--- src/hdl/xmmd_pkg.sv ---
// Constants and types shared by the MMIO MOV decoder.
package xmmd_pkg;

	localparam int unsigned WINDOW_BYTES = 15;
	localparam int unsigned IDX_W        = $clog2(WINDOW_BYTES);
	localparam int unsigned POS_W        = $clog2(WINDOW_BYTES + 1);
	localparam int unsigned LEN_W        = POS_W + 1;

	localparam logic [7:0] PFX_OPSIZE   = 8'h66;
	localparam logic [3:0] PFX_REX_HI   = 4'h4;
	localparam logic [7:0] OP_MOV_ST8   = 8'h88;
	localparam logic [7:0] OP_MOV_ST    = 8'h89;
	localparam logic [7:0] OP_MOV_LD8   = 8'h8A;
	localparam logic [7:0] OP_MOV_LD    = 8'h8B;

	localparam logic [1:0] MOD_NODISP   = 2'd0;
	localparam logic [1:0] MOD_DISP8    = 2'd1;
	localparam logic [1:0] MOD_DISP32   = 2'd2;
	localparam logic [1:0] MOD_REG      = 2'd3;
	localparam logic [2:0] RM_SIB       = 3'd4;
	localparam logic [2:0] RM_DISP32    = 3'd5;
	localparam logic [2:0] SIB_BASE_D32 = 3'd5;
	localparam logic [3:0] REG_SP       = 4'd4;

	typedef logic [1:0] status_t;
	localparam status_t ST_OK        = 2'd0;
	localparam status_t ST_BAD_OP    = 2'd1;
	localparam status_t ST_BAD_REG   = 2'd2;
	localparam status_t ST_EXHAUSTED = 2'd3;

	typedef struct packed {
		logic             exhausted;
		logic [7:0]       opcode;
		logic [7:0]       modrm;
		logic [7:0]       sib;
		logic [POS_W-1:0] pos;
		logic             rex_w;
		logic             rex_r;
		logic             opsize16;
	} fetch_t;

endpackage

--- src/hdl/x86_mov_mmio_decoder_unit.sv ---
// Three-stage decoder for MOV instructions that faulted on an MMIO access.

// Decodes one window of up to 15 x86 instruction bytes per beat and returns
// status, direction, access size, register index, upper-half clear and total
// length. One beat is accepted every cycle unless an output stall holds the
// stages. Stage 1 finds the end of the 0x66/REX prefix run, stage 2
// gathers the last REX, the operand-size prefix and the opcode, ModRM and SIB
// bytes, stage 3 checks and sizes the instruction into the output register.
// A stall at the output backs up through the stages without losing a beat.
module x86_mov_mmio_decoder_unit #(
	parameter int unsigned MAX_INSTRUCTION_BYTES = 15
) (
	input  logic        clk,
	input  logic        arst_n,
	input  logic        in_valid,
	output logic        in_ready,
	input  logic [63:0] code_bytes_low,
	input  logic [55:0] code_bytes_high,
	output logic        out_valid,
	input  logic        out_ready,
	output logic [1:0]  status,
	output logic        is_write,
	output logic [3:0]  access_size,
	output logic [3:0]  register_index,
	output logic        clear_upper_half,
	output logic [3:0]  instruction_length
);

	localparam int unsigned WB    = xmmd_pkg::WINDOW_BYTES;
	localparam int unsigned IW    = xmmd_pkg::IDX_W;
	localparam int unsigned PW    = xmmd_pkg::POS_W;
	localparam int unsigned LW    = xmmd_pkg::LEN_W;
	localparam int unsigned LIMIT = (MAX_INSTRUCTION_BYTES > WB) ? WB : MAX_INSTRUCTION_BYTES;
	localparam logic [LW-1:0] LIMIT_L = LW'(LIMIT);

	// handshake chain
	logic v_s1, v_s2, v_s3;
	logic adv_s1, adv_s2, adv_s3;

	assign adv_s3   = !v_s3 || out_ready;
	assign adv_s2   = !v_s2 || adv_s3;
	assign adv_s1   = !v_s1 || adv_s2;
	assign in_ready = adv_s1;

	// stage 1: prefix run length
	logic [7:0]    win_in [WB];
	logic [7:0]    win_s1 [WB];
	logic [PW-1:0] pos_s1;
	logic          exh_s1;
	logic [PW-1:0] run_len;
	logic          run_on;

	always_comb begin
		for (int i = 0; i < WB; i++) begin
			if (i < 8) begin
				win_in[i] = code_bytes_low[i*8 +: 8];
			end else begin
				win_in[i] = code_bytes_high[(i-8)*8 +: 8];
			end
		end
	end

	always_comb begin
		run_len = '0;
		run_on  = 1'b1;
		for (int i = 0; i < WB; i++) begin
			if (run_on && (i < LIMIT) && ((win_in[i] == xmmd_pkg::PFX_OPSIZE) ||
			    (win_in[i][7:4] == xmmd_pkg::PFX_REX_HI))) begin
				run_len = run_len + PW'(1);
			end else begin
				run_on = 1'b0;
			end
		end
	end

	always_ff @(posedge clk or negedge arst_n) begin
		if (!arst_n) begin
			v_s1 <= 1'b0;
		end else if (adv_s1) begin
			v_s1 <= in_valid;
		end
	end

	always_ff @(posedge clk) begin
		if (adv_s1 && in_valid) begin
			win_s1 <= win_in;
			pos_s1 <= run_len;
			exh_s1 <= (run_len == PW'(LIMIT));
		end
	end

	// stage 2: prefix content and byte fetch
	function automatic logic [7:0] pick(input logic [7:0] w [WB], input logic [LW-1:0] idx);
		logic [7:0] r;
		r = 8'h00;
		if (idx < LW'(WB)) begin
			r = w[idx[IW-1:0]];
		end
		return r;
	endfunction

	xmmd_pkg::fetch_t fet, fet_s2;

	always_comb begin
		fet.exhausted = exh_s1;
		fet.pos       = pos_s1;
		fet.rex_w     = 1'b0;
		fet.rex_r     = 1'b0;
		fet.opsize16  = 1'b0;
		for (int i = 0; i < WB; i++) begin
			if (PW'(i) < pos_s1) begin
				if (win_s1[i] == xmmd_pkg::PFX_OPSIZE) begin
					fet.opsize16 = 1'b1;
				end else begin
					// last REX wins
					fet.rex_w = win_s1[i][3];
					fet.rex_r = win_s1[i][2];
				end
			end
		end
		fet.opcode = pick(win_s1, {1'b0, pos_s1});
		fet.modrm  = pick(win_s1, {1'b0, pos_s1} + LW'(1));
		fet.sib    = pick(win_s1, {1'b0, pos_s1} + LW'(2));
	end

	always_ff @(posedge clk or negedge arst_n) begin
		if (!arst_n) begin
			v_s2 <= 1'b0;
		end else if (adv_s2) begin
			v_s2 <= v_s1;
		end
	end

	always_ff @(posedge clk) begin
		if (adv_s2 && v_s1) begin
			fet_s2 <= fet;
		end
	end

	// stage 3: checks, length and size
	logic [1:0]    md;
	logic [2:0]    rm;
	logic [3:0]    reg_idx;
	logic          op_ok;
	logic          need_sib;
	logic [LW-1:0] pos1;
	logic [2:0]    extra;
	logic [LW-1:0] len;
	logic [3:0]    size;
	logic          wr;
	xmmd_pkg::status_t st;

	always_comb begin
		md       = fet_s2.modrm[7:6];
		rm       = fet_s2.modrm[2:0];
		reg_idx  = {fet_s2.rex_r, fet_s2.modrm[5:3]};
		op_ok    = (fet_s2.opcode == xmmd_pkg::OP_MOV_ST8) ||
		           (fet_s2.opcode == xmmd_pkg::OP_MOV_ST) ||
		           (fet_s2.opcode == xmmd_pkg::OP_MOV_LD8) ||
		           (fet_s2.opcode == xmmd_pkg::OP_MOV_LD);
		need_sib = (md != xmmd_pkg::MOD_REG) && (rm == xmmd_pkg::RM_SIB);
		pos1     = {1'b0, fet_s2.pos} + LW'(1);

		extra = 3'd0;
		if (md == xmmd_pkg::MOD_DISP32 ||
		    (md == xmmd_pkg::MOD_NODISP && rm == xmmd_pkg::RM_DISP32) ||
		    (need_sib && md == xmmd_pkg::MOD_NODISP &&
		     fet_s2.sib[2:0] == xmmd_pkg::SIB_BASE_D32)) begin
			extra = 3'd4;
		end else if (md == xmmd_pkg::MOD_DISP8) begin
			extra = 3'd1;
		end

		len = pos1 + LW'(1) + LW'(need_sib) + LW'(extra);

		if (!fet_s2.opcode[0]) begin
			size = 4'd1;
		end else if (fet_s2.rex_w) begin
			size = 4'd8;
		end else if (fet_s2.opsize16) begin
			size = 4'd2;
		end else begin
			size = 4'd4;
		end
		wr = (fet_s2.opcode == xmmd_pkg::OP_MOV_ST8) || (fet_s2.opcode == xmmd_pkg::OP_MOV_ST);

		if (fet_s2.exhausted) begin
			st = xmmd_pkg::ST_EXHAUSTED;
		end else if (!op_ok) begin
			st = xmmd_pkg::ST_BAD_OP;
		end else if (pos1 >= LIMIT_L) begin
			st = xmmd_pkg::ST_EXHAUSTED;
		end else if (reg_idx == xmmd_pkg::REG_SP) begin
			st = xmmd_pkg::ST_BAD_REG;
		end else if (need_sib && (pos1 + LW'(1) >= LIMIT_L)) begin
			st = xmmd_pkg::ST_EXHAUSTED;
		end else if (len > LIMIT_L) begin
			st = xmmd_pkg::ST_EXHAUSTED;
		end else begin
			st = xmmd_pkg::ST_OK;
		end
	end

	xmmd_pkg::status_t st_s3;
	logic       wr_s3, clr_s3;
	logic [3:0] size_s3, reg_s3, len_s3;

	always_ff @(posedge clk or negedge arst_n) begin
		if (!arst_n) begin
			v_s3 <= 1'b0;
		end else if (adv_s3) begin
			v_s3 <= v_s2;
		end
	end

	always_ff @(posedge clk) begin
		if (adv_s3 && v_s2) begin
			st_s3 <= st;
			if (st == xmmd_pkg::ST_OK) begin
				wr_s3   <= wr;
				size_s3 <= size;
				reg_s3  <= reg_idx;
				clr_s3  <= !wr && (size == 4'd4);
				len_s3  <= len[3:0];
			end else begin
				// error beats carry zero fields
				wr_s3   <= 1'b0;
				size_s3 <= 4'd0;
				reg_s3  <= 4'd0;
				clr_s3  <= 1'b0;
				len_s3  <= 4'd0;
			end
		end
	end

	assign out_valid          = v_s3;
	assign status             = st_s3;
	assign is_write           = wr_s3;
	assign access_size        = size_s3;
	assign register_index     = reg_s3;
	assign clear_upper_half   = clr_s3;
	assign instruction_length = len_s3;

	a_err_zero: assert property (@(posedge clk) disable iff (!arst_n)
		(out_valid && status != xmmd_pkg::ST_OK) |->
		(!is_write && access_size == 4'd0 && register_index == 4'd0 &&
		 !clear_upper_half && instruction_length == 4'd0))
		else $error("error beat with nonzero fields");

	a_ok_len: assert property (@(posedge clk) disable iff (!arst_n)
		(out_valid && status == xmmd_pkg::ST_OK) |->
		(instruction_length >= 4'd2 && {1'b0, instruction_length} <= LIMIT_L))
		else $error("decoded length out of window");

	a_ok_size: assert property (@(posedge clk) disable iff (!arst_n)
		(out_valid && status == xmmd_pkg::ST_OK) |->
		($onehot(access_size) && register_index != xmmd_pkg::REG_SP))
		else $error("bad size or stack register on ok beat");

	a_clr: assert property (@(posedge clk) disable iff (!arst_n)
		(out_valid && clear_upper_half) |-> (!is_write && access_size == 4'd4))
		else $error("upper-half clear on non 4-byte read");

endmodule
--- config.mk ---
export PLATFORM = sky130hd
export DESIGN_NAME = x86_mov_mmio_decoder_unit
export DESIGN_NICKNAME = d
export VERILOG_FILES = /design/src/hdl/xmmd_pkg.sv /design/src/hdl/x86_mov_mmio_decoder_unit.sv
export SDC_FILE = /design/constraint.sdc
export NUM_CORES = 1
export LEC_CHECK = 0
export BUFFER_PORTS_ARGS = -buffer_cell sky130_fd_sc_hd__buf_2
export CAP_MARGIN = 25
export CORE_UTILIZATION = 50
export DETAILED_ROUTE_END_ITERATION = 16
export HOLD_SLACK_MARGIN = 0.08
export MAX_ROUTING_LAYER = met4
export PLACE_DENSITY = 0.75
export SLEW_MARGIN = 20
export SYNTH_ARGS = -nofsm -noshare
export SYNTH_HDL_FRONTEND = slang
export SYNTH_SLANG_ARGS = --single-unit
--- constraint.sdc ---
create_clock -name clk -period 5 [get_ports clk]
set_input_delay 0.25 -clock clk [delete_from_list [all_inputs] [get_ports clk]]
set_output_delay 0.25 -clock clk [all_outputs]
set_load 0.05 [all_outputs]
# ---- After elaboration in Yosys (flattened, before gate mapping)
# Cells that the tools add are included.
dict set report totals {
  regBits 171
  output_inout_bits 18
  word_cells 285
}
dict set report op_classes {
  n_addsub 20
  n_lt_le_gt_ge 24
  n_eq_ne 58
  mux 94
  n_bitwise 3
  reduce_logical 52
}
# op count
set op_table {}
lappend op_table {{== test 8 x 7 -> 1 bit, second input constant} 30}
lappend op_table {{binary-select mux 8 bit (select 4 bit)} 3}
lappend op_table {{== test 4 x 3 -> 1 bit, second input constant} 17}
lappend op_table {{two-way mux 3 bit} 20}
lappend op_table {{two-way mux 4 bit} 14}
lappend op_table {{adder 4 x 1 -> 4 bit, second input constant} 12}
lappend op_table {{two-way mux 2 bit} 22}
lappend op_table {{== test 8 bit, second input constant} 4}
lappend op_table {{two-way mux 8 bit} 4}
lappend op_table {{two-way mux 1 bit} 31}
lappend op_table {{less-than comparator 4 bit, first input constant} 7}
lappend op_table {{logical AND 1 bit} 23}
lappend op_table {{logical OR 1 bit} 23}
lappend op_table {{less-than comparator 3 x 4 -> 1 bit, first input constant} 4}
lappend op_table {{>= comparator 5 bit, second input constant} 3}
lappend op_table {{NOT 4 -> 5 bit} 3}
lappend op_table {{adder 4 x 1 -> 5 bit, second input constant} 2}
lappend op_table {{>= comparator 5 x 4 -> 1 bit, second input constant} 2}
lappend op_table {{less-than comparator 5 x 4 -> 1 bit, second input constant} 2}
lappend op_table {{== test 3 bit, second input constant} 3}
lappend op_table {{less-than comparator 1 x 4 -> 1 bit, first input constant} 2}
lappend op_table {{less-than comparator 2 x 4 -> 1 bit, first input constant} 2}
lappend op_table {{adder 4 x 2 -> 5 bit, second input constant} 1}
lappend op_table {{adder 5 x 1 -> 5 bit} 1}
lappend op_table {{12 further kinds} 16}

# ---- Logic depth before layout (Yosys ltp)
dict set report depth {
  depth_word 32
  ltp_mapped 33
  mapped_depth_nobuf 33
}

# ---- Worst setup path after synthesis
# No wires, ideal clock.
dict set report synth_path {
  kind {input port to flip-flop}
  start {input code_bytes_low[11]}
  end {register exh_s1, data pin}
  arrival_ns 5.870
  required_ns 4.743
  slack_ns -1.127
  path_stages 32
  n_path_buf 0
  path_cell_list {nand4bb_1 a2111oi_2 nand2_1 inv_1 ha_1 nor2_1 nor2_1 ha_1 o21a_1 a21oi_1 ha_1 mux2i_1 mux2i_1 o211ai_1 o211ai_1 o21ai_0 nor2_1 a21oi_1 ha_1 nand2_1 a21oi_1 nor2_1 ha_1 nand2b_1 a2111oi_0 xnor2_1 o21a_1 nor3_2 xnor3_1 a31o_1 and3_1 o2111a_1}
}
dict set report synth_between {
  elab_chain_cells 31
  word_cells_on_any_way 57
  cone_classes {add/sub: 13; eq/ne: 2; mux: 27; reduce/logical: 15}
}
# item line
set synth_rtl {}
lappend synth_rtl {{from (decl)} x86_mov_mmio_decoder_unit.sv:17} ;# input logic [63:0] code_bytes_low,
lappend synth_rtl {{== test 8 x 7 -> 1 bit (*)} x86_mov_mmio_decoder_unit.sv:67} ;# if (run_on && (i < LIMIT) && ((win_in[i] == xmmd_pkg::PFX_OPSIZE) ||
lappend synth_rtl {{logical OR 1 bit (*)} x86_mov_mmio_decoder_unit.sv:67}
lappend synth_rtl {{logical AND 1 bit (*)} x86_mov_mmio_decoder_unit.sv:67}
lappend synth_rtl {{two-way mux 2 bit or two-way mux 1 bit (tied branches)} x86_mov_mmio_decoder_unit.sv:67}
lappend synth_rtl {{adder 2 x 1 -> 3 bit or logical AND 1 bit (tied branches)} {x86_mov_mmio_decoder_unit.sv:69, x86_mov_mmio_decoder_unit.sv:67}}
lappend synth_rtl {{two-way mux 3 bit or two-way mux 1 bit (tied branches)} x86_mov_mmio_decoder_unit.sv:67}
lappend synth_rtl {{adder 4 x 1 -> 4 bit or logical AND 1 bit (tied branches)} {x86_mov_mmio_decoder_unit.sv:69, x86_mov_mmio_decoder_unit.sv:67}}
lappend synth_rtl {{two-way mux 4 bit or two-way mux 1 bit (tied branches)} x86_mov_mmio_decoder_unit.sv:67}
lappend synth_rtl {{[... 15 more ...]} -}
lappend synth_rtl {{two-way mux 4 bit or two-way mux 1 bit (tied branches)} x86_mov_mmio_decoder_unit.sv:67}
lappend synth_rtl {{adder 4 x 1 -> 4 bit or logical AND 1 bit (tied branches)} {x86_mov_mmio_decoder_unit.sv:69, x86_mov_mmio_decoder_unit.sv:67}}
lappend synth_rtl {{two-way mux 4 bit or two-way mux 1 bit (tied branches)} x86_mov_mmio_decoder_unit.sv:67}
lappend synth_rtl {{adder 4 x 1 -> 4 bit or logical AND 1 bit (tied branches)} {x86_mov_mmio_decoder_unit.sv:69, x86_mov_mmio_decoder_unit.sv:67}}
lappend synth_rtl {{two-way mux 4 bit or two-way mux 1 bit (tied branches)} x86_mov_mmio_decoder_unit.sv:67}
lappend synth_rtl {{adder 4 x 1 -> 4 bit or logical AND 1 bit (tied branches)} {x86_mov_mmio_decoder_unit.sv:69, x86_mov_mmio_decoder_unit.sv:67}}
lappend synth_rtl {{two-way mux 4 bit (*)} x86_mov_mmio_decoder_unit.sv:67}
lappend synth_rtl {{== test 4 bit (*)} x86_mov_mmio_decoder_unit.sv:88} ;# exh_s1 <= (run_len == PW'(LIMIT));
lappend synth_rtl {{to (signal assigned)} x86_mov_mmio_decoder_unit.sv:88}
lappend synth_rtl {{to (decl)} x86_mov_mmio_decoder_unit.sv:49} ;# logic exh_s1;
# Every way passes the cells marked *; elsewhere a longest branch is shown, timed or not.
# A chain may end at the register's enable or synchronous reset.

# ---- Worst setup path in the final report
dict set report layout_path {
  start {input code_bytes_low[3]}
  end {register exh_s1, data pin}
}
dict set report layout_between {
  elab_chain_cells 32
  word_cells_on_any_way 60
  cone_classes {add/sub: 14; eq/ne: 2; mux: 29; reduce/logical: 15}
}
# item line
set layout_rtl {}
lappend layout_rtl {{== test 8 x 7 -> 1 bit (*)} x86_mov_mmio_decoder_unit.sv:67}
lappend layout_rtl {{logical OR 1 bit (*)} x86_mov_mmio_decoder_unit.sv:67}
lappend layout_rtl {{two-way mux 1 bit} x86_mov_mmio_decoder_unit.sv:67}
lappend layout_rtl {{adder 1 x 1 -> 2 bit or logical AND 1 bit (tied branches)} {x86_mov_mmio_decoder_unit.sv:69, x86_mov_mmio_decoder_unit.sv:67}}
lappend layout_rtl {{two-way mux 2 bit or two-way mux 1 bit (tied branches)} x86_mov_mmio_decoder_unit.sv:67}
lappend layout_rtl {{adder 2 x 1 -> 3 bit or logical AND 1 bit (tied branches)} {x86_mov_mmio_decoder_unit.sv:69, x86_mov_mmio_decoder_unit.sv:67}}
lappend layout_rtl {{two-way mux 3 bit or two-way mux 1 bit (tied branches)} x86_mov_mmio_decoder_unit.sv:67}
lappend layout_rtl {{adder 4 x 1 -> 4 bit or logical AND 1 bit (tied branches)} {x86_mov_mmio_decoder_unit.sv:69, x86_mov_mmio_decoder_unit.sv:67}}
lappend layout_rtl {{[... 16 more ...]} -}
lappend layout_rtl {{two-way mux 4 bit or two-way mux 1 bit (tied branches)} x86_mov_mmio_decoder_unit.sv:67}
lappend layout_rtl {{adder 4 x 1 -> 4 bit or logical AND 1 bit (tied branches)} {x86_mov_mmio_decoder_unit.sv:69, x86_mov_mmio_decoder_unit.sv:67}}
lappend layout_rtl {{two-way mux 4 bit or two-way mux 1 bit (tied branches)} x86_mov_mmio_decoder_unit.sv:67}
lappend layout_rtl {{adder 4 x 1 -> 4 bit or logical AND 1 bit (tied branches)} {x86_mov_mmio_decoder_unit.sv:69, x86_mov_mmio_decoder_unit.sv:67}}
lappend layout_rtl {{two-way mux 4 bit or two-way mux 1 bit (tied branches)} x86_mov_mmio_decoder_unit.sv:67}
lappend layout_rtl {{adder 4 x 1 -> 4 bit or logical AND 1 bit (tied branches)} {x86_mov_mmio_decoder_unit.sv:69, x86_mov_mmio_decoder_unit.sv:67}}
lappend layout_rtl {{two-way mux 4 bit (*)} x86_mov_mmio_decoder_unit.sv:67}
lappend layout_rtl {{== test 4 bit (*)} x86_mov_mmio_decoder_unit.sv:88}
# Marks and branches as above.

==> out/metrics.csv <==
metric,value,unit
max_cap viols,0,
peak supply drop,247,µV
clk buf depth,2,
PnR worst setup slack,-0.685,ns
status,"finished, violations left",
area grow syn2layout,33.8,%
failing checks,negative setup slack,
WL/cell,21.5,µm
drt initial violations,1053,
Crit Path Max Fanout,2,
slowest CP cell,a2111oi_4,
fin. max-slew vios,0,
most frequent cell on the critical path,buf_4,
die area,0.0216,mm²
post-DP HPWL,22100,µm
GRT overflow,0,
CTS Sinks,171,
"Min Clock Period, post-route",5.68,ns
largest net degree at the start of global routing,68,
Design Power,3.91,mW
I/O Buffers,141,
placed inst area,0.0122,mm²
Tightest Pin Transition,0.978,ns
initial antenna violation count,0,
# DRC,0,
pwr/cell area,278,mW/mm²
height of the die,147,µm
max_slew headroom,34.1,%
clk root buf,clkbuf_16,
register area share after synthesis,48.7,%
"Req. time, crit path",5.20,ns
Setup CP Type,in -> reg,
GRT Util Overall,30.3,%
ratio of cells with drive above 1 in the final layout,33.5,%
post-synth cell types,72,
Max Clock Skew,0.00975,ns
critical path arrival,5.88,ns
RSZ-0062 raised after global routing,true,
most frequent cells in the layout,"168 x edfxtp_1, 138 x buf_2, 110 x buf_4, 94 x dlygate4sd3_1, 75 x nor2_1",
largest area contributor in the netlist,edfxtp_1,
num rows,52,
core box area,0.0204,mm²
startpoint types,input port,
Initial Utilization,51.5,%
H-Tree Depth,4,
# IOs,142,
Synthesized Nets,991,
CP max stage delay,0.37,ns
WL final,31300,µm
"flops & latches, synth",171,
post-route ant nets,0,
Hold WC Path Type,in -> reg,
CTS tree,done,
final worst path period share,114,%
Place WS,-1.28,ns
Skew-Pair Late Insertion Delay,0.45,ns
first-pass GRT wire length,47600,µm
Die Wd,147,µm
first-pass detailed-route iteration total,6,
Ys Warns,0,
"EDFF count, synth",168,
flop-to-flop setup slack,1.36,ns
DR vias,9058,
synthesized area per cell,12.5,µm²
"most common cell after layout, fill and taps aside",edfxtp_1,
Area contributors post-synth,"edfxtp_1 48%, mux4_2 13%, mux2i_1 3.0%",
Post-synth top flop,edfxtp_1,
Num CTS Buffers,17,
Antenna Cells,0,
fraction of registers with async set/reset,1.75,%
Hold Fails Final Rpt,0,
routability cong.,0.961,
clk slew on worst S/H paths,0.07,ns
nets@finish,1323,
f_max,176,MHz
mapped cell area,0.0105,mm²
DR vias/cell,6.21,
Gate Count Post-Synth,844,
Finished Cell Area,0.0141,mm²
vias in the first global route,8922,
Worst Setup End Kind,flip-flop,
post-synth top area share,47.9,%
final setup fails,4,
Leak,5.34,nW
[power by group]
group          leakage [nW]  internal, mW  switching, mW
logic                  3.39         0.368          0.404
registers              1.66          1.72         0.0965
clock network         0.283         0.707          0.617
[worst max-delay path: cells and delay by family]
kind / cells / cell delay (ns)
buf+inv: 7 / 0.82
fa+ha+maj: 5 / 1.25
xor+xnor: 2 / 0.33
mux: 1 / 0.15
simple gates: 11 / 1.43
compound gates: 10 / 1.65
[sequential cells by signal (all words and copies together) (netlist names), 2 cells and up]
| register | flops |
|---|---|
| register_index | 4 |
| fet_s2 | 27 |
| instruction_length | 4 |
| pos_s1 | 4 |
| win_s1 | 120 |
| status | 2 |
| access_size | 4 |
[layout make-up]
type / instances / area [µm²]
Sequential cell: 171 / 5120
Clock buffer: 17 / 425
Timing Repair Buffer: 346 / 2520
Clock inverter: 14 / 150
Tap cell: 270 / 338
Fill cell: 1454 / 6350
Inverter: 38 / 145
Multi-Input combinational cell: 602 / 5380
[path summary, 6_finish.rpt]
path,start,endpoint,depth (start not counted)
min in group asynchronous,arst_n,v_s1,2
worst min register to register,v_s1,v_s2,1
worst max-delay path,code_bytes_low[3],exh_s1,36
worst min-delay path,code_bytes_low[19],win_s1[99],2
worst max register to register,fet_s2[3],clear_upper_half,12
max in group asynchronous,arst_n,out_valid,2
[Yosys cell counts, types with 4 or more instances]
| cell | n |
|---|---|
| o211ai_1 | 14 |
| nand4bb_1 | 14 |
| o22ai_1 | 10 |
| nor4bb_1 | 15 |
| a21boi_0 | 4 |
| a21oi_1 | 39 |
| xor2_1 | 10 |
| nand2b_1 | 16 |
| a31oi_1 | 14 |
| a2111oi_2 | 4 |
| nand3_1 | 10 |
| nor2b_1 | 11 |
| o21ai_0 | 38 |
| and2_1 | 13 |
| buf_1 | 7 |
| edfxtp_1 | 168 |
| nor2_1 | 78 |
| nand2_1 | 55 |
| nor3b_1 | 5 |
| clkbuf_1 | 25 |
| or4bb_1 | 12 |
| and3_1 | 4 |
| mux2i_1 | 32 |
| a2111oi_0 | 6 |
| nor3_1 | 16 |
| ha_1 | 22 |
| mux4_2 | 60 |
| a211oi_1 | 21 |
| xnor2_1 | 8 |
| a221oi_1 | 4 |
| o21a_1 | 5 |
| inv_1 | 37 |
| or2_2 | 6 |
[per-stage QoR]
| step | setup TNS, ns | hold WS [ns] | util, % | cells |
|---|---|---|---|---|
| final | -2.35 | 0.0886 | 68.9 | 1458 |
| after global routing | -3.66 | 0.0853 | 68.9 | 1458 |
| after CTS | -2.23 | 0.0840 | 68.0 | 1450 |
| after detailed placement | -4.65 | 0.0509 | 59.7 | 1308 |
| after global placement | -3.92 | 0.0482 | 59.6 | 1307 |
| after floorplan | -2.07 | -0.0456 | - | 844 |
[timing repair]
item,in CTS,in global routing
endpoints found under the setup margin,4,4
setup buffers,18,7
gates resized for setup,6,26
hold endpoints to repair,95,1
hold buffers,93,1
pin swaps,20,34
[logic make-up (layout without fill, tap and decap cells)]
| kind of cell | Yosys count | after routing | synth area share, % |
|---|---|---|---|
| AOI/OAI and AO/OA | 184 | 184 | 12.2 |
| xor gates and xnor gates | 19 | 19 | 1.71 |
| adders and majority gates | 24 | 24 | 2.90 |
| buffers and inverters | 71 | 415 | 2.54 |
| DFF | 171 | 171 | 48.7 |
| muxes | 95 | 95 | 16.2 |
| and+or+nand+nor | 280 | 280 | 15.8 |
[layer usage]
layer | share of wire (%) | vias up | wire (µm) | track usage, %
li1 | - | 4033 | - | -
met1 | 38 | 4397 | 12000 | 35.9
met2 | 51 | 536 | 15900 | 51.0
met3 | 7.5 | 92 | 2370 | 5.06
met4 | 3.7 | 0 | 1150 | 13.0
met5 | 0 | - | 0 | -
(Power assumes the default switching activity.)
